**src/hdl/voltage_history_ring_stats_defines.svh**
```systemverilog
// Assertion macros shared by the voltage history ring stats RTL.
`ifndef VOLTAGE_HISTORY_RING_STATS_DEFINES_SVH
`define VOLTAGE_HISTORY_RING_STATS_DEFINES_SVH

`ifndef SYNTHESIS
`define VHRS_ASSERT(label, clk, rstn, prop, msg) \
    label: assert property (@(posedge clk) disable iff (!rstn) prop) else $error(msg);
`define VHRS_ASSERT_ALWAYS(label, clk, prop, msg) \
    label: assert property (@(posedge clk) prop) else $error(msg);
`else
`define VHRS_ASSERT(label, clk, rstn, prop, msg)
`define VHRS_ASSERT_ALWAYS(label, clk, prop, msg)
`endif

`endif

```
**src/hdl/vhrs_pkg.sv**
```systemverilog
// Package: widths, command codes and defaults for the voltage history ring stats block.
package vhrs_pkg;

    localparam int DEPTH_DEF = 256;

    localparam int CMD_W   = 2;
    localparam int VOLT_W  = 16;
    localparam int PIDX_W  = 12;
    localparam int SCNT_W  = 9;

    localparam logic [PIDX_W-1:0] CHART_POINTS_RST = 12'd128;

    localparam logic [CMD_W-1:0] CMD_ADD   = 2'd0;
    localparam logic [CMD_W-1:0] CMD_STATS = 2'd1;
    localparam logic [CMD_W-1:0] CMD_CHART = 2'd2;

endpackage

```
**src/hdl/vhrs_mem.sv**
```systemverilog
// Sample history memory: one write port, one registered read port.
module vhrs_mem
    import vhrs_pkg::*;
#(
    parameter int DEPTH = DEPTH_DEF,
    parameter int AW    = $clog2(DEPTH)
) (
    input  logic              aclk,
    input  logic              wr_en,
    input  logic [AW-1:0]     wr_addr,
    input  logic [VOLT_W-1:0] wr_data,
    input  logic              rd_en,
    input  logic [AW-1:0]     rd_addr,
    output logic [VOLT_W-1:0] rd_data
);

    logic [VOLT_W-1:0] mem [DEPTH];
    logic [VOLT_W-1:0] rd_data_reg;

    always_ff @(posedge aclk) begin
        if (wr_en) begin
            mem[wr_addr] <= wr_data;
        end
        if (rd_en) begin
            rd_data_reg <= mem[rd_addr];
        end
    end

    assign rd_data = rd_data_reg;

endmodule

```
**config.mk**
```make
export PLATFORM = sky130hd
export DESIGN_NAME = vhrs_mem
export DESIGN_NICKNAME = d
export VERILOG_FILES = /design/src/hdl/voltage_history_ring_stats_defines.svh /design/src/hdl/vhrs_pkg.sv /design/src/hdl/vhrs_mem.sv
export SDC_FILE = /design/constraint.sdc
export NUM_CORES = 2
export LEC_CHECK = 0
export BUFFER_PORTS_ARGS = -buffer_cell sky130_fd_sc_hd__buf_4
export CAP_MARGIN = 20
export CORE_MARGIN = 5
export CORE_UTILIZATION = 40
export DETAILED_ROUTE_END_ITERATION = 8
export SYNTH_ARGS = -nofsm -noshare
export SYNTH_HDL_FRONTEND = slang
export SYNTH_SLANG_ARGS = --single-unit
```
**constraint.sdc**
```tcl
create_clock -name aclk -period 8.4 [get_ports aclk]
set_clock_uncertainty 0.05 [all_clocks]
set_input_delay 1.26 -clock aclk [delete_from_list [all_inputs] [get_ports aclk]]
set_output_delay 1.26 -clock aclk [all_outputs]
set_load 0.02 [all_outputs]
```
# Word level (Yosys, flattened, before mapping)
# Memory sizes are Yosys's and may differ from the RTL's. A register that Yosys moved wholly into a read port is not among the register bits.
# Index checks and enable logic that the tools add are counted.
[op_classes]
muxes = 2
[op_table]
columns = ["cell", "n"]
rows = [
  ["two-way mux 1 bit", 2],
]
[word_totals]
memories = 1
ff_bits = 0
elab_cells = 3
ram_bits = 4096
inputBits = 35
out_inout_bits = 16
[mem_list]
columns = ["name", "depth", "word_bits", "rd", "rd_ports_with_merged_regs", "write_ports", "line", "source"]
rows = [
  ["mem", 256, 16, 1, 1, 1, "vhrs_mem.sv:17", "logic [VOLT_W-1:0] mem [DEPTH];"],
]

# Logic depth before layout (Yosys ltp)
[logic_depth]
word_depth = 2
depth_mapped = 12
mapped_depth_nobuf = 6

# Worst setup path after synthesis
# OpenSTA, ideal clock, no wires.
[synth_timing]
path_type = "input port to flip-flop"
startpoint = "in rd_addr[0]"
endpoint = "reg rd_data_reg[4], in the netlist rd_data[4], read port of mem, data pin"
setup_time_ns = 0.265
setup_slack_ns = 4.841
stages = 8
arrival_time_ns = 3.244
path_buffers = 3
cell_sequence = "buf_6 > buf_6 > buf_2 > mux4_2 > mux4_2 > a22o_1 > o32ai_2 > nor4_2"
[synth_lines]
columns = ["element", "line", "source"]
rows = [
  ["start: declaration", "vhrs_mem.sv:13", "input logic [AW-1:0] rd_addr,"],
  ["end: declaration", "vhrs_mem.sv:18", "logic [VOLT_W-1:0] rd_data_reg;"],
]

==> results.md <==
Run status:
- The run finished with clean final reports.

Clock network:
- The post-CTS setup-driven buffer insertion count is 0.
- After clock tree synthesis, the flow added hold-fix buffers numbering 0.
- The clock latency reported for the late side of the worst-skew pair is 0.96 ns.
- The maximum count of clock buffers along a single path is 4.
- The clock net sink count is 4112.
- The clock tree from TritonCTS is yes.
- The total clock buffers created by CTS is 400.
- The post-cts sizing count is 0.
- Clock-pin slew was measured on the worst setup and hold paths at 0.06 ns.
- The count of H-tree levels built during CTS is 5.
- The clock tree root buffer cell is sky130_fd_sc_hd__clkbuf_16.

Synthesis:
- The sequential cell area fraction in the yosys report is 77.7%.
- After synthesis, the mean cell area works out to 21.6 um2.
- The number of storage elements in the synthesis netlist is 4112.
- The post-synthesis cell count is 7360.
- The synthesized netlist occupies a cell area of 159000 um2.
- Among all flip-flop cells after synthesis, the most frequent one is sky130_fd_sc_hd__edfxtp_1.
- Summed over its instances, the top area cell type makes up 77.7% of the synthesized netlist area.
- Synthesis produced a netlist with a net count of 7395.
- Yosys attributes the largest share of cell area to sky130_fd_sc_hd__edfxtp_1 78%, sky130_fd_sc_hd__mux4_2 11%, sky130_fd_sc_hd__mux2i_1 3.6%, sky130_fd_sc_hd__o221ai_1 1.4%, sky130_fd_sc_hd__nor2_1 0.72%.
- The most area-hungry cell type in the Yosys netlist is sky130_fd_sc_hd__edfxtp_1.
- The Yosys step of the flow raised 0 warnings.
- The number of distinct library cell variants in the gate-level netlist after synthesis is 51.
- The number of flops mapped to enable cells by yosys is 4112.
- The proportion of synthesized flip-flops having asynchronous set or reset is 0%.

Timing:
- Adding up every negative setup slack in the final design gives 0 ns.
- Setup violations remaining at the end of the flow were counted as 0.
- Static timing analysis puts the maximum clock frequency at 191 MHz.
- Setup repair after global routing left no endpoint under its margin.
- The normalized max-slew margin is 16.5%.
- The minimum clock period after layout is 5.22 ns.
- The total count of hold-check failures in the final report was 0.
- After layout, the worst path uses 62.2% of the clock period.
- The transition time at the pin with the least slew margin is 1.25 ns.
- On the final layout, the worst hold slack is 0.698 ns.
- The count of pins over their slew limit is 0.
- The smallest setup slack after layout is 3.18 ns.

Cells and area:
- After filler insertion, the fill cell instance count of the layout stands at 32643.
- The register with the most flip-flops in the layout has 4096 of them.
- Once layout is complete, the utilization of the core stands at 45.6%.
- The finished cells cover 180000 um2.
- The finished layout holds 13371 standard cells, fillers aside.
- Cells with a size suffix above 1 make up 25.4% of the layout.
- The net count reported at finish is 7815.
- The area overhead of the layout relative to synthesis is 13.5%.

Placement:
- The post-detailed-placement cell area is 167000 um2.
- The instance count after placement with tap cells included is 12610.
- The congestion estimate from routability-driven global placement came to 0.847.
- After legalization and detailed placement, the total HPWL measured 250000 um.
- Timing analysis after detailed placement gives a worst setup slack of 2.36 ns.
- The count of buffers added on input and output ports is 50.

Power:
- The worst-case vdd ir drop is 0.152 mV.
- The sum of internal, switching and leakage power is 42.4 mW.
- The analysis attributes to cell leakage a power of 56.5 nW.
- For this design the ratio of total power to cell area is 235 nW/um2.

Min path:
- The cell count of the worst hold path is 1.
- The class of the tightest hold or removal check is input pin to flop.

Global route:
- The peak-usage layer in the global routing report is met2.
- Summed over all layers, the global routing overflow is 0.
- The number of antenna violations at the first check in global routing is 21.
- The global-route met2 utilization is 33.2%.
- The first global-routing pass estimated 610000 um of wire.
- Global routing consumed, over all layers together, 20.7% of the routing resources.
- For met1 alone, demand over resource in global routing was 28.8%.
- The pin count of the biggest net entering global routing is 181.
- The via count of the first global-routing pass is 78622.
- The global-route met3 utilization is 3.59%.

Job:
- The tool flagged a number of max-cap violations equal to 0.

Setup path:
- The worst-case reg-to-reg path depth is 6.
- The critical path in this run is classified as input pin to flop.
- In this run the register-to-register setup slack is 5.07 ns.
- The worst setup path is launched from an input pin.
- For the worst setup path, the data arrival time is 5.94 ns.
- The worst setup path startpoint is rd_addr[0].
- The worst register-to-register path ends at rd_data[1].
- STA puts the critical path data required time at 9.12 ns.
- The kind of end point of the critical path is a flop.
- The worst register-to-register path begins at mem[138][1].
- The destination of the critical timing path is rd_data[4].
- In this run the worst path has a maximum fanout of 106.

Routing:
- The detail-routed net length per standard cell is 32.3 um.
- The starting DRC count in detailed routing is 9913.
- The overall via count from detail_route is 79159.
- The via density per instance is 5.92.
- The remaining design rule violation count is 0.
- The number of iterations in the first detailed-routing pass is 6.
- The total wire length after detailed routing is 433000 um.
- Once detail routing completed, the nets flagged for antenna violations numbered 0.

Floorplanning:
- In this run the core area contains 231 standard-cell rows.
- For this configuration, the core starts out at a cell density of 40.2%.
- The die is 640 um tall.
- The width of the die is 640 um.
- The core footprint is 396000 um2.
- 51 I/O pins were placed.
- The floorplan die area is 410000 um2.
[worst min-delay path by stage]
stage | slack (ns) | to | startpoint
3_3_place_gp | 1.12 | rd_data[9] | mem[210][9]
2_1_floorplan | 0.92 | rd_data[1] | mem[232][1]
4_1_cts | 0.67 | mem[50][8] | wr_data[8]
3_5_place_dp | 1.08 | rd_data[11] | mem[210][11]
6_report | 0.70 | mem[230][2] | wr_data[2]
5_1_grt | 0.69 | mem[50][8] | wr_data[8]
[synth_stat cells (all sizes together) (2+ instances only)]
master   instances
nor2           304
mux2i          565
mux2            88
buf            222
nor2b            9
and3            11
a22o            32
or2              5
a21o             2
nand4b           3
and4             2
nand2           38
or3              2
a22oi           43
o221ai         253
nand4           26
nor4            18
o21ai           38
and2             2
a211oi          18
inv              4
mux4           797
nor3            92
edfxtp        4112
a2111oi          6
o22ai          148
nand2b           3
o32ai           21
o31ai           16
a221oi          28
nand3           35
a21oi          175
clkbuf         230
nor4bb           2
a31oi            6
[power by group]
| part | total, mW | internal, mW | switching, mW | leakage (nW) |
|---|---|---|---|---|
| Sequential | 22.7 | 22.6 | 0.0329 | 37.0 |
| Combinational | 2.07 | 0.691 | 1.38 | 13.3 |
| Clock | 17.7 | 10.0 | 7.66 | 6.29 |
[area by class of cell]
type / instances / area [um2] / share of cell area [%]
clock buffer: 477 / 10500 / 5.83
multi-input combinational: 2792 / 33100 / 18.3
inverter: 4 / 27.5 / 0.0153
antenna: 12 / 30.0 / 0.0167
tap: 5242 / 6560 / 3.64
sequential: 4112 / 123000 / 68.5
timing repair buffer: 470 / 4260 / 2.36
clock inverter: 262 / 2350 / 1.30
[critical path, stage by stage]
cell	delay, ns
sky130_fd_sc_hd__buf_16	0.50
sky130_fd_sc_hd__buf_4	0.46
sky130_fd_sc_hd__buf_12	0.53
sky130_fd_sc_hd__mux2_2	0.32
sky130_fd_sc_hd__a221oi_1	0.10
sky130_fd_sc_hd__o21ai_0	0.64
sky130_fd_sc_hd__nand4_1	0.52
sky130_fd_sc_hd__or4b_1	0.88
sky130_fd_sc_hd__nor4_2	0.22
[per-layer routing]
| metal | up-vias | part of all wire [%] |
|---|---|---|
| li1 | 32149 | - |
| met1 | 42496 | 40 |
| met2 | 3797 | 48 |
| met3 | 713 | 8.5 |
| met4 | 4 | 4.0 |
| met5 | - | 0.0062 |
[logic make-up after synthesis]
family	after synthesis	synth area share, %
AND/OR/NAND/NOR	556	1.57
multiplexers	1450	15.5
AO/OA/AOI/OAI	786	3.53
flip-flops	4112	77.7
buffers and inverters	456	1.69
[cells in the final DEF, fill, tap and decap left out, types with 17 or more instances in the layout]
cell / synthesis / routed
sky130_fd_sc_hd__clkinv_2: 0 / 85
sky130_fd_sc_hd__bufinv_16: 0 / 36
sky130_fd_sc_hd__nand3_1: 35 / 26
sky130_fd_sc_hd__clkbuf_16: 0 / 410
sky130_fd_sc_hd__clkinv_1: 0 / 103
sky130_fd_sc_hd__nand2_1: 38 / 38
sky130_fd_sc_hd__a211oi_1: 18 / 18
sky130_fd_sc_hd__buf_4: 26 / 401
sky130_fd_sc_hd__mux2_2: 88 / 88
sky130_fd_sc_hd__o22ai_1: 148 / 148
sky130_fd_sc_hd__a22o_1: 32 / 32
sky130_fd_sc_hd__buf_8: 11 / 32
sky130_fd_sc_hd__mux4_2: 797 / 797
sky130_fd_sc_hd__nor4_1: 17 / 17
sky130_fd_sc_hd__a221oi_1: 28 / 28
sky130_fd_sc_hd__nor2_2: 0 / 105
sky130_fd_sc_hd__edfxtp_1: 4112 / 4112
sky130_fd_sc_hd__o32ai_1: 20 / 20
sky130_fd_sc_hd__nand4_1: 26 / 26
sky130_fd_sc_hd__nor2_1: 304 / 199
sky130_fd_sc_hd__buf_12: 5 / 22
sky130_fd_sc_hd__a21oi_1: 175 / 175
sky130_fd_sc_hd__o221ai_1: 252 / 252
sky130_fd_sc_hd__nor3_1: 92 / 89
sky130_fd_sc_hd__mux2i_1: 565 / 565
sky130_fd_sc_hd__clkbuf_1: 230 / 67
sky130_fd_sc_hd__o21ai_0: 37 / 37
sky130_fd_sc_hd__a22oi_1: 43 / 43
Note: power is estimated with default switching activity, not from simulation.
