--- src/hdl/voltage_history_ring_stats_defines.svh ---
// Assertion macros shared by the voltage history ring stats RTL.
`ifndef VOLTAGE_HISTORY_RING_STATS_DEFINES_SVH
`define VOLTAGE_HISTORY_RING_STATS_DEFINES_SVH

`ifndef SYNTHESIS
`define VHRS_ASSERT(label, clk, rstn, prop, msg) \
    label: assert property (@(posedge clk) disable iff (!rstn) prop) else $error(msg);
`define VHRS_ASSERT_ALWAYS(label, clk, prop, msg) \
    label: assert property (@(posedge clk) prop) else $error(msg);
`else
`define VHRS_ASSERT(label, clk, rstn, prop, msg)
`define VHRS_ASSERT_ALWAYS(label, clk, prop, msg)
`endif

`endif

--- src/hdl/vhrs_div.sv ---
// Bit-serial restoring divider used to scale chart point indexes.
module vhrs_div #(
    parameter int NUM_W = 24,
    parameter int DIV_W = 13
) (
    input  logic             aclk,
    input  logic             aresetn,
    input  logic             start,
    input  logic [NUM_W-1:0] dividend,
    input  logic [DIV_W-1:0] divisor,
    output logic             done,
    output logic [NUM_W-1:0] quotient
);

    localparam int CNT_W = $clog2(NUM_W + 1);

    logic [NUM_W-1:0] quo_reg, quo_next;
    logic [DIV_W-1:0] rem_reg, rem_next;
    logic [DIV_W-1:0] dsr_reg, dsr_next;
    logic [CNT_W-1:0] cnt_reg, cnt_next;
    logic             done_reg, done_next;
    logic [DIV_W:0]   trial;

    always_comb begin
        quo_next  = quo_reg;
        rem_next  = rem_reg;
        dsr_next  = dsr_reg;
        cnt_next  = cnt_reg;
        done_next = 1'b0;
        trial     = {rem_reg, quo_reg[NUM_W-1]};
        if (start) begin
            quo_next = dividend;
            rem_next = '0;
            dsr_next = divisor;
            cnt_next = CNT_W'(NUM_W);
        end else if (cnt_reg != '0) begin
            if (trial >= {1'b0, dsr_reg}) begin
                rem_next = DIV_W'(trial - {1'b0, dsr_reg});
                quo_next = {quo_reg[NUM_W-2:0], 1'b1};
            end else begin
                rem_next = trial[DIV_W-1:0];
                quo_next = {quo_reg[NUM_W-2:0], 1'b0};
            end
            cnt_next  = cnt_reg - 1'b1;
            done_next = (cnt_reg == CNT_W'(1));
        end
    end

    always_ff @(posedge aclk) begin
        if (!aresetn) begin
            cnt_reg  <= '0;
            done_reg <= 1'b0;
        end else begin
            cnt_reg  <= cnt_next;
            done_reg <= done_next;
        end
    end

    always_ff @(posedge aclk) begin
        quo_reg <= quo_next;
        rem_reg <= rem_next;
        dsr_reg <= dsr_next;
    end

    assign done     = done_reg;
    assign quotient = quo_reg;

endmodule

--- config.mk ---
export PLATFORM = sky130hd
export DESIGN_NAME = vhrs_div
export DESIGN_NICKNAME = d
export VERILOG_FILES = /design/src/hdl/voltage_history_ring_stats_defines.svh /design/src/hdl/vhrs_div.sv
export SDC_FILE = /design/constraint.sdc
export NUM_CORES = 1
export LEC_CHECK = 0
export BUFFER_PORTS_ARGS = -buffer_cell sky130_fd_sc_hd__buf_2
export CELL_PAD_IN_SITES_DETAIL_PLACEMENT = 0
export CELL_PAD_IN_SITES_GLOBAL_PLACEMENT = 1
export CORE_ASPECT_RATIO = 0.8
export CORE_MARGIN = 2
export CORE_UTILIZATION = 46
export DETAILED_ROUTE_END_ITERATION = 16
export PLACE_DENSITY_LB_ADDON = 0.1
export RECOVER_POWER = 25
export SETUP_SLACK_MARGIN = 0.1
export SLEW_MARGIN = 5
export SYNTH_ARGS = -nofsm -noshare
export SYNTH_HDL_FRONTEND = slang
export SYNTH_SLANG_ARGS = --single-unit
--- constraint.sdc ---
create_clock -name aclk -period 7.8 [get_ports aclk]
set_clock_uncertainty 0.2 [all_clocks]
set_input_delay 0.78 -clock aclk [delete_from_list [all_inputs] [get_ports aclk]]
set_output_delay 0.78 -clock aclk [all_outputs]
set_load 0.05 [all_outputs]
# Word-level counts from Yosys, hierarchy flattened
# Index checks and enable logic that the tools add are counted.
[classes]
reduce_logical = 4
muxes = 6
bitwise = 2
n_addsub = 2
eq_ne = 1
n_lt_le_gt_ge = 1
[ops]
columns = ["op", "n"]
rows = [
  ["two-way mux 24 bit", 2],
  [">= comparator 14 x 13 -> 1 bit", 1],
  ["two-way mux 13 bit", 1],
  ["subtractor 13 bit", 1],
  ["two-way mux 5 bit", 2],
  ["equality test 5 x 1 -> 1 bit (second input constant)", 1],
  ["nonzero test 5 bit", 1],
  ["subtractor 5 x 1 -> 5 bit (second input constant)", 1],
  ["OR reduction 3 bit", 1],
  ["inverter 1 bit", 2],
  ["nonzero test 2 bit", 1],
  ["OR reduction 2 bit", 1],
  ["two-way mux 1 bit", 1],
]
[totals]
word_cells = 22
out_inout_bits = 25
inputBits = 40
regBits = 56

# Longest topological paths before layout
# Gate-level depths: netlist of the first run.
[depth]
ltp_word = 4
mapped_depth = 11
depth_no_buf = 10

# Worst setup path after synthesis of the first run
# Ideal clock, no wire load.
[synth_path]
path_type = "reg-to-reg"
startpoint = "register quo_reg[23] (netlist: quotient[23])"
endpoint = "register quo_reg[0] (netlist: quotient[0]), data pin"
setup_slack_ns = 4.943
required_time_ns = 7.340
arrival_time_ns = 2.397
n_path_buf = 1
stages_incl_launch_ff = 12
synth_period_minus_slack_ns = 2.857
setup_time_ns = 0.260
cell_sequence = "edfxtp_1 > inv_1 > ha_1 > inv_1 > fa_1 > nand3_1 > a211oi_1 > nor3_2 > a21o_1 > buf_4 > nand2_1 > mux2_2"
[synth_between]
elab_chain_cells = 4
[synth_lines]
columns = ["element", "line_no", "source"]
rows = [
  ["start: declaration", "vhrs_div.sv:17", "logic [NUM_W-1:0] quo_reg, quo_next;"],
  ["start signal: assignment", "vhrs_div.sv:60", "quo_reg <= quo_next;"],
  [">= comparator 14 x 13 -> 1 bit", "vhrs_div.sv:37", "if (trial >= {1'b0, dsr_reg}) begin"],
  ["two-way mux 1 bit", "vhrs_div.sv:37", ""],
  ["two-way mux 24 bit", "vhrs_div.sv:36", "end else if (cnt_reg != '0) begin"],
  ["two-way mux 24 bit", "vhrs_div.sv:31", "if (start) begin"],
  ["net quo_next[0]", "vhrs_div.sv:17", ""],
]
# The timed path passes the listed nets, and every way through them passes these cells. The select of a mux whose other input is x is not followed.
# A chain may end at the register's enable or synchronous reset.

# Final worst setup path of the first run
[layout_path]
startpoint = "input port start"
endpoint = "register quo_reg[6] (netlist: quotient[6]), enable pin"
[layout_between]
elab_chain_cells = 1
[layout_lines]
columns = ["element", "line_no", "source"]
rows = [
  ["start: declaration", "vhrs_div.sv:8", "input logic start,"],
  ["nonzero test 2 bit (no source line)", "n/a", ""],
]
# Every way passes these cells.

==> run_results.csv, run 1 <==
group,metric,value,unit
outcome,outcome,"complete, but fails checks",
outcome,violations,"capacitance limit, slew limit",
detailed_routing,drtIter0Drc,132,
detailed_routing,dr_wl_met3,290,µm
synthesis,synth_top_cell_by_area,"edfxtp_1",
floorplanning,dieArea,7290,µm²
detailed_routing,ant_nets,0,
clock_tree,clock_path_buffers,2,
clock_tree,htreeDepth,2,
floorplanning,die_h,76.7,µm
hold_path,hold_class,"reg2reg",
synthesis,ys_seq_area_share,49.0,%
sta,finalMaxSlewViolations,57,
synthesis,async_flop_share,0,%
power_and_ir_drop,p_comb_share,47.1,%
clock_tree,cts_tree,"done",
finish,layout-drive-gt1-share,31.6,%
power_and_ir_drop,peakVddDrop,0.144,mV
global_routing,grt_antenna_before_repair,0,
power_and_ir_drop,switching_power,0.491,mW
clock_tree,cts_buffers,5,
synthesis,syn_inst,277,
power_and_ir_drop,p_leak,1.49,nW
finish,area.sequential,1490,µm²
power_and_ir_drop,seqPwrFrac,36.0,%
hold_path,hold_path.startpoint,"cnt_reg[1]$_SDFFE_PP0P_",
detailed_routing,wire_per_inst,15.5,µm
setup_path,worst_setup_path_end_kind,"register",
sta,setup_tns,0,ps
synthesis,synth_fp_nets,333,
sta,setup_violations,0,
detailed_routing,num_vias,2284,
power_and_ir_drop,powerDensity,339,nW/µm²
setup_path,critPathKind,"in2reg",
placed_design,dp_hpwl,4650,µm
clock_tree,hold_buffers,0,
synthesis,yosys_warnings,0,
global_routing,grt_overflow_total,0,
clock_tree,post_cts_resized,0,
sta,grt_setup_unrepaired,"no",
sta,period_share,50.3,%
finish,postLayoutCoreUtil,55.3,%
clock_tree,clk_root_buffer_cell,"clkbuf_8",
synthesis,synth_edf_count,37,
detailed_routing,highest_layer,"met4",
global_routing,grtUsageTotal,18.5,%
sta,fmax,0.255,GHz
setup_path,cp_max_fo,56,
placed_design,io_buffers,64,
floorplanning,initial_core_util,47.5,%
sta,hold_violations,0,
clock_tree,cts_sinks,56,
synthesis,syn_avg_cell_area,11.0,µm²
synthesis,synth_cell_types,48,
setup_path,cp.arrival,3680,ps
sta,relSlewSlack,-94.2,%
clock_tree,postCtsSetupRepairBufs,0,
synthesis,yosys_most_used_dff,"edfxtp_1",
placed_design,place_congestion,0.796,
detailed_routing,wl_met1,3210,µm
synthesis,synth_top_area_share,36.5,%
global_routing,grt_max_degree,57,
detailed_routing,wl_met2,3000,µm
floorplanning,ios,65,
power_and_ir_drop,pwr-share-clk,16.9,%
detailed_routing,wirelength,6550,µm
global_routing,grt_pass1_vias,2107,
finish,area_growth,16.4,%
setup_path,critPathLaunchType,"input pin",
setup_path,cp_data_required_time,7560,ps
floorplanning,rows,26,
setup_path,startpoint,"start",
detailed_routing,drtPass1Iterations,4,
floorplanning,core,6410,µm²
finish,antenna_cells,0,
clock_tree,clock_latency,310,ps
floorplanning,die_w,94.9,µm
job,cap_violations,1,
synthesis,ys_top_cells_by_area,"edfxtp_1 37%, dfxtp_1 13%, mux2_2 8.9%",
detailed_routing,via_per_inst,5.40,
global_routing,grt_first_pass_wirelength,10500,µm
detailed_routing,drc_errors,0,
clock_tree,path_clk_slew,110,ps
finish,fill_cells,575,
sta,min_period,3920,ps
synthesis,ys_ff_latch,56,
finish,largest_register_ffs,24,
synthesis,syn_area,3040,µm²
finish,fin_nets,394,
sta,tightest_slew,2910,ps
power_and_ir_drop,p_int,0.711,mW
power_and_ir_drop,sw_frac_of_total,40.9,%
setup_path,r2r_start,"quotient[23]$_DFFE_PP_",
finish,multi_input_area,1420,µm²
==> power by group through the flow <==
| stage | combinational (mW) | clock [mW] | sequential [mW] |
|---|---|---|---|
| floorplan | 0.365 | 0 | 0.515 |
| global placement | 0.563 | 0 | 0.438 |
| detailed placement | 0.563 | 0 | 0.438 |
| CTS | 0.566 | 0.208 | 0.433 |
| global route | 0.620 | 0.220 | 0.441 |
| finish | 0.566 | 0.203 | 0.433 |
==> cell type report <==
class                           count  area share [%]
Timing Repair Buffer               66            9.33
Inverter                           19            2.01
Sequential cell                    56            42.1
Tap cell                           84            2.97
Clock buffer                        6            2.33
Clock inverter                      2            1.10
Multi-Input combinational cell    190            40.1
==> cells in the final DEF (no fill, tap or decap), types with 2 or more instances in the layout <==
| cell | count |
|---|---|
| a31oi_1 | 2 |
| nor2b_1 | 4 |
| ha_1 | 15 |
| a311oi_2 | 3 |
| o211ai_1 | 4 |
| buf_2 | 63 |
| o21ai_1 | 7 |
| clkbuf_1 | 2 |
| mux2_2 | 24 |
| or2_2 | 2 |
| inv_1 | 19 |
| edfxtp_1 | 37 |
| a211oi_1 | 4 |
| a21o_1 | 7 |
| o22ai_1 | 2 |
| nand4_1 | 2 |
| or3_1 | 5 |
| xnor2_1 | 8 |
| nand2b_1 | 7 |
| dfxtp_1 | 19 |
| clkbuf_8 | 6 |
| a21oi_1 | 14 |
| nor3_1 | 7 |
| nand2_1 | 9 |
| nand3b_1 | 2 |
| mux2i_1 | 2 |
| o21ai_0 | 4 |
| a311oi_1 | 6 |
| nand3_1 | 12 |
| nor2_1 | 21 |
==> kinds of logic after synthesis <==
| group | count (synthesis) | share of synthesized area (%) |
|---|---|---|
| DFF | 56 | 49.0 |
| xor gates and xnor gates | 9 | 2.59 |
| and+or+nand+nor | 77 | 13.1 |
| buffers and inverters | 31 | 4.28 |
| AOI/OAI and AO/OA | 62 | 14.7 |
| adders and majority gates | 16 | 6.83 |
| muxes | 26 | 9.54 |
==> critical path, stage by stage <==
cell and delay, ps:
buf_2 70, clkbuf_1 2040, or2_2 750
==> through the flow <==
step	instances	hold WS, ps	area (µm²)	setup slack [ps]	power [mW]
5_1_grt	423	349	3540	3510	1.28
3_3_place_gp	415	294	3420	5010	1.00
6_report	423	307	3540	3880	1.20
3_5_place_dp	415	295	3420	4920	1.00
2_1_floorplan	277	279	3040	4940	0.879
4_1_cts	423	307	3550	4920	1.21
==> path summary, 6_finish.rpt <==
| check | cells after the start | slack, ps | end |
|---|---|---|---|
| worst min-delay path | 2 | 310 | cnt_reg[1]$_SDFFE_PP0P_ |
| worst max-delay path | 3 | 3880 | quotient[6]$_DFFE_PP_ |
| worst max register to register | 10 | 4900 | quotient[0]$_DFFE_PP_ |
| worst min register to register | 2 | 310 | cnt_reg[1]$_SDFFE_PP0P_ |
==> synth_stat cells (3+ instances only) <==
| library cell | instances |
|---|---|
| nor2_1 | 21 |
| clkbuf_1 | 8 |
| mux2_2 | 24 |
| a211oi_1 | 4 |
| inv_1 | 19 |
| o21ai_1 | 7 |
| a21oi_1 | 14 |
| o211ai_1 | 4 |
| a311oi_1 | 6 |
| or3_1 | 5 |
| nand2b_1 | 7 |
| a311oi_2 | 3 |
| xnor2_1 | 8 |
| nor2b_1 | 4 |
| a21o_1 | 7 |
| ha_1 | 15 |
| nand3_1 | 12 |
| nor3_1 | 7 |
| o21ai_0 | 4 |
| nand2_1 | 9 |
| edfxtp_1 | 37 |
| dfxtp_1 | 19 |
==> layer usage <==
metal  track usage [%]  vias up
li1                  -     1145
met1              27.8     1078
met2              27.7       56
met3              3.24        5
met4              4.35        0
met5                 0        -
No activity file was read; power rests on OpenSTA's default activity.
==> inputs of run 2 (changes only) <==
--- a/config.mk
+++ b/config.mk
@@ -10,7 +10,7 @@
 export CELL_PAD_IN_SITES_GLOBAL_PLACEMENT = 1
 export CORE_ASPECT_RATIO = 0.8
 export CORE_MARGIN = 2
-export CORE_UTILIZATION = 46
+export CORE_UTILIZATION = 38
 export DETAILED_ROUTE_END_ITERATION = 16
 export PLACE_DENSITY_LB_ADDON = 0.1
 export RECOVER_POWER = 25
==> constraint.sdc (replaced) <==
create_clock -name aclk -period 3.2 [get_ports aclk]
set_clock_uncertainty 0.2 [all_clocks]
set_input_delay 0.32 -clock aclk [delete_from_list [all_inputs] [get_ports aclk]]
set_output_delay 0.32 -clock aclk [all_outputs]
set_load 0.05 [all_outputs]
==> run_results.csv, run 2 (synthesis results as in run 1) <==
group,metric,value,unit
finish,postLayoutCoreUtil,47.0,%
detailed_routing,drtIter0Drc,73,
setup_path,cp_cell_sequence,"inv_1 -> ha_1 -> inv_1 -> fa_1 -> nand3_1 -> a211oi_1 -> nor3_2 -> a21o_1 -> buf_4 -> nand3_1 -> a311oi_1",
floorplanning,rows,29,
outcome,outcome,"complete, no violations",
clock_tree,cts_tree,"done",
sta,relSlewSlack,17.7,%
detailed_routing,drtPass1Iterations,4,
finish,largest_register_ffs,24,
detailed_routing,wire_per_inst,14.5,µm
job,cap_violations,0,
setup_path,regToRegSetupSlack,480,ps
finish,antenna_cells,0,
placed_design,place_congestion,0.816,
floorplanning,die_h,84.0,µm
placed_design,place_inst,442,
detailed_routing,via_per_inst,5.03,
clock_tree,cts_buffers,5,
finish,area_growth,21.1,%
placed_design,dp_hpwl,4790,µm
finish,fill_cells,776,
clock_tree,cts_sinks,56,
hold_path,hold_class,"in2reg",
global_routing,grtUsageTotal,16.3,%
clock_tree,path_clk_slew,100,ps
placed_design,io_buffers,64,
floorplanning,initial_core_util,38.8,%
global_routing,grt_first_pass_wirelength,11200,µm
sta,setup_violations,0,
clock_tree,clk_root_buffer_cell,"clkbuf_8",
power_and_ir_drop,p_leak,1.54,nW
detailed_routing,ant_nets,0,
setup_path,critPathKind,"reg2reg",
floorplanning,die_w,104,µm
floorplanning,core,7840,µm²
finish,layout-drive-gt1-share,30.4,%
sta,period_share,85.1,%
sta,grt_setup_unrepaired,"no",
sta,hold_violations,0,
sta,tightest_slew,1230,ps
finish,layout_commonest_cell,"buf_2",
clock_tree,postCtsSetupRepairBufs,0,
finish,most-common-layout-cells,"62 x buf_2, 37 x edfxtp_1, 24 x mux2_2",
sta,setup_tns,0,ps
clock_tree,clock_path_buffers,2,
power_and_ir_drop,power.total,2.84,mW
setup_path,slowest_stage,"edfxtp_1",
global_routing,grt_max_degree,35,
global_routing,grt_pass1_vias,2245,
power_and_ir_drop,peakVddDrop,0.319,mV
detailed_routing,num_vias,2328,
detailed_routing,drc_errors,0,
clock_tree,htreeDepth,2,
clock_tree,clock_latency,310,ps
setup_path,critPathLaunchType,"register",
sta,fmax,0.367,GHz
setup_path,cp.arrival,2740,ps
global_routing,grt_overflow_total,0,
setup_path,max_stage_delay,430,ps
finish,fin_nets,410,
setup_path,cp_data_required_time,3210,ps
setup_path,cp_max_fo,7,
finish,stdcell_count,463,
setup_path,worst_setup_path_end_kind,"register",
floorplanning,dieArea,8740,µm²
floorplanning,ios,65,
global_routing,grt_antenna_before_repair,0,
detailed_routing,wirelength,6710,µm
power_and_ir_drop,powerDensity,770,nW/µm²
sta,min_period,2720,ps
sta,finalMaxSlewViolations,0,
run 2: changes by cell type in the layout (fill, tap and decap cells not counted), sizes merged:
| cell | previous run | this run |
|---|---|---|
| bufinv | 1 | 0 |
| clkbuf | 8 | 9 |
| dlygate4sd3 | 0 | 13 |
| clkinvlp | 0 | 1 |
| buf | 64 | 66 |
run 2: path summary, 6_finish.rpt:
kind,cells past startpoint,from,end
worst min register to register,2,cnt_reg[1]$_SDFFE_PP0P_,cnt_reg[1]$_SDFFE_PP0P_
worst max register to register,11,quotient[23]$_DFFE_PP_,rem_reg[1]$_SDFFE_PP0P_
worst max-delay path,11,quotient[23]$_DFFE_PP_,rem_reg[1]$_SDFFE_PP0P_
worst min-delay path,2,aresetn,cnt_reg[3]$_SDFFE_PN0P_
run 2: where the power goes:
group | internal, mW | switching (mW)
registers | 0.943 | 0.110
logic | 0.546 | 0.852
clock network | 0.153 | 0.234
total | 1.64 | 1.20
run 2: routing by layer:
metal  vias up  wire [µm]  GRT usage [%]
met5         -          0              0
met2        37       2980           25.5
li1       1177          -              -
met3         8        221           3.67
met4         0         76           4.42
met1      1106       3430           22.7
run 2: worst max-delay path: cells and delay by family, from the launching register on:
family | cells | cell delay (ps)
and+or+nand+nor | 3 | 430
adders and majority gates | 2 | 560
DFF | 1 | 430
buffers and inverters | 3 | 330
AOI/OAI and AO/OA | 3 | 670
run 2: repair_timing:
action                     in CTS  in global routing
hold endpoints to repair       13                  0
setup endpoints to repair       0                  0
resized for setup               0                  0
hold buffers                   13                  0
run 2: area by class of cell:
class	count	area, µm²	area share [%]
Sequential cell	56	1490	40.5
Clock inverter	2	11.3	0.305
Timing Repair Buffer	82	483	13.1
Inverter	19	71.3	1.93
Multi-Input combinational cell	190	1420	38.6
Tap cell	108	135	3.67
Clock buffer	6	72.6	1.97
run 2: stage by stage:
| stage | hold WS, ps | cell area [µm²] | setup WS [ps] |
|---|---|---|---|
| 2_1_floorplan | 219 | 3040 | 343 |
| 3_3_place_gp | 296 | 3490 | 594 |
| 3_5_place_dp | 298 | 3490 | 492 |
| 4_1_cts | 24.8 | 3700 | 479 |
| 5_1_grt | 45.6 | 3690 | 175 |
| 6_report | 30.3 | 3690 | 477 |
==> inputs of run 3 (changes only) <==
--- a/config.mk
+++ b/config.mk
@@ -9,7 +9,6 @@
 export CELL_PAD_IN_SITES_DETAIL_PLACEMENT = 0
 export CELL_PAD_IN_SITES_GLOBAL_PLACEMENT = 1
 export CORE_ASPECT_RATIO = 0.8
-export CORE_MARGIN = 2
 export CORE_UTILIZATION = 38
 export DETAILED_ROUTE_END_ITERATION = 16
 export PLACE_DENSITY_LB_ADDON = 0.1
==> run_results.csv, run 3 (synthesis results as in run 1) <==
group,metric,value,unit
finish,antenna_cells,0,
power_and_ir_drop,peakVddDrop,0.279,mV
detailed_routing,via_per_inst,5.07,
sta,tightest_slew,968,ps
detailed_routing,ant_nets,0,
global_routing,grt-busiest-layer,"met2",
setup_path,critPathLaunchType,"register",
sta,relSlewSlack,35.5,%
finish,stdcell_count,460,
clock_tree,clock_path_buffers,2,
clock_tree,post_cts_resized,0,
sta,setup_tns,0,ps
clock_tree,cts_sinks,56,
sta,period_share,86.9,%
setup_path,cp_max_fo,9,
setup_path,cp.arrival,2810,ps
sta,grt_setup_unrepaired,"no",
detailed_routing,drtIter0Drc,107,
sta,fmax,0.359,GHz
clock_tree,clk_root_buffer_cell,"clkbuf_8",
finish,area_growth,21.3,%
global_routing,grt_first_pass_wirelength,10700,µm
floorplanning,rows,28,
placed_design,pre_cts_ws,433,ps
power_and_ir_drop,p_leak,1.55,nW
clock_tree,cts_buffers,5,
finish,most-common-layout-cells,"63 x buf_2, 37 x edfxtp_1, 24 x mux2_2",
placed_design,place_inst,439,
detailed_routing,drc_errors,0,
clock_tree,clock_latency,310,ps
sta,setup_violations,0,
sta,finalWorstSetupSlack,418,ps
clock_tree,htreeDepth,2,
floorplanning,die_h,82.0,µm
finish,fin_nets,410,
setup_path,critPathKind,"reg2reg",
placed_design,dp_hpwl,4660,µm
detailed_routing,wirelength,6540,µm
detailed_routing,wire_per_inst,14.2,µm
floorplanning,core,7570,µm²
global_routing,grt_overflow_total,0,
placed_design,place_congestion,0.808,
global_routing,grt_pass1_vias,2147,
global_routing,grt_util_met2,26.0,%
global_routing,grt_max_degree,40,
clock_tree,postCtsSetupRepairBufs,0,
floorplanning,die_w,102,µm
detailed_routing,num_vias,2330,
sta,hold_violations,0,
placed_design,place_area,3490,µm²
sta,finalMaxSlewViolations,0,
finish,layout_commonest_cell,"buf_2",
floorplanning,dieArea,8370,µm²
global_routing,met1_usage,23.8,%
finish,fin_area,3690,µm²
setup_path,worst_setup_path_end_kind,"register",
outcome,outcome,"complete, no violations",
floorplanning,ios,65,
global_routing,grtUsageTotal,16.7,%
finish,layout-drive-gt1-share,31.3,%
clock_tree,cts_tree,"done",
global_routing,use_met3,3.15,%
sta,min_period,2780,ps
floorplanning,initial_core_util,40.2,%
hold_path,hold_class,"in2reg",
placed_design,io_buffers,64,
job,cap_violations,0,
global_routing,grt_antenna_before_repair,0,
clock_tree,path_clk_slew,110,ps
power_and_ir_drop,powerDensity,775,nW/µm²
setup_path,cp_data_required_time,3220,ps
detailed_routing,drtPass1Iterations,4,
finish,largest_register_ffs,24,
==> run 3: changes by cell type in the layout (fill, tap and decap cells not counted), sizes merged <==
cell / change
clkinv: +1
inv: +1
clkbuf: -2
buf: +1
clkinvlp: -1
==> run 3: power by group <==
| part | switching, mW | total, mW | internal (mW) |
|---|---|---|---|
| combinational | 0.856 | 1.40 | 0.546 |
| sequential | 0.104 | 1.05 | 0.943 |
| clock | 0.252 | 0.410 | 0.158 |
==> run 3: cell type report <==
cell class / instances / area (µm²)
Sequential cell: 56 / 1490
Fill cell: 749 / 3880
Timing Repair Buffer: 82 / 484
Multi-Input combinational cell: 190 / 1420
Inverter: 19 / 71.3
Tap cell: 105 / 131
Clock inverter: 3 / 22.5
Clock buffer: 5 / 68.8
==> run 3: worst paths after layout <==
kind	startpoint	to	slack, ps	cells after the start
max reg2reg	quotient[23]$_DFFE_PP_	rem_reg[10]$_SDFFE_PP0P_	420	11
max	quotient[23]$_DFFE_PP_	rem_reg[10]$_SDFFE_PP0P_	420	11
min reg2reg	rem_reg[11]$_SDFFE_PP0P_	rem_reg[12]$_SDFFE_PP0P_	320	2
min	aresetn	cnt_reg[3]$_SDFFE_PN0P_	30	2
==> run 3: layer usage <==
metal,up-vias,wire [µm]
met5,-,0
met4,0,51
met3,5,240
met2,42,2890
met1,1097,3350
li1,1186,-
==> run 3: stage by stage <==
step	hold WS (ps)	power [mW]	util [%]
2_1_floorplan	219	2.14	-
4_1_cts	26.7	2.88	49.0
5_1_grt	44.9	3.07	48.8
3_3_place_gp	296	2.47	46.1
3_5_place_dp	297	2.45	46.1
6_report	27.5	2.86	48.8
==> run 3: timing repair <==
action / CTS / global route
endpoints found under the hold margin: 13 / 0
setup endpoints to repair: 0 / 0
hold buffers: 13 / 0
==> run 3: worst max-delay path, cell delays in order (launching register included) <==
cell and delay, ps:
edfxtp_1 420, inv_1 80, ha_1 150, inv_1 50
fa_1 410, nand3_1 110, a211oi_1 100, nor3_2 250
a21o_1 360, buf_4 200, nand3_1 110, a311oi_2 260
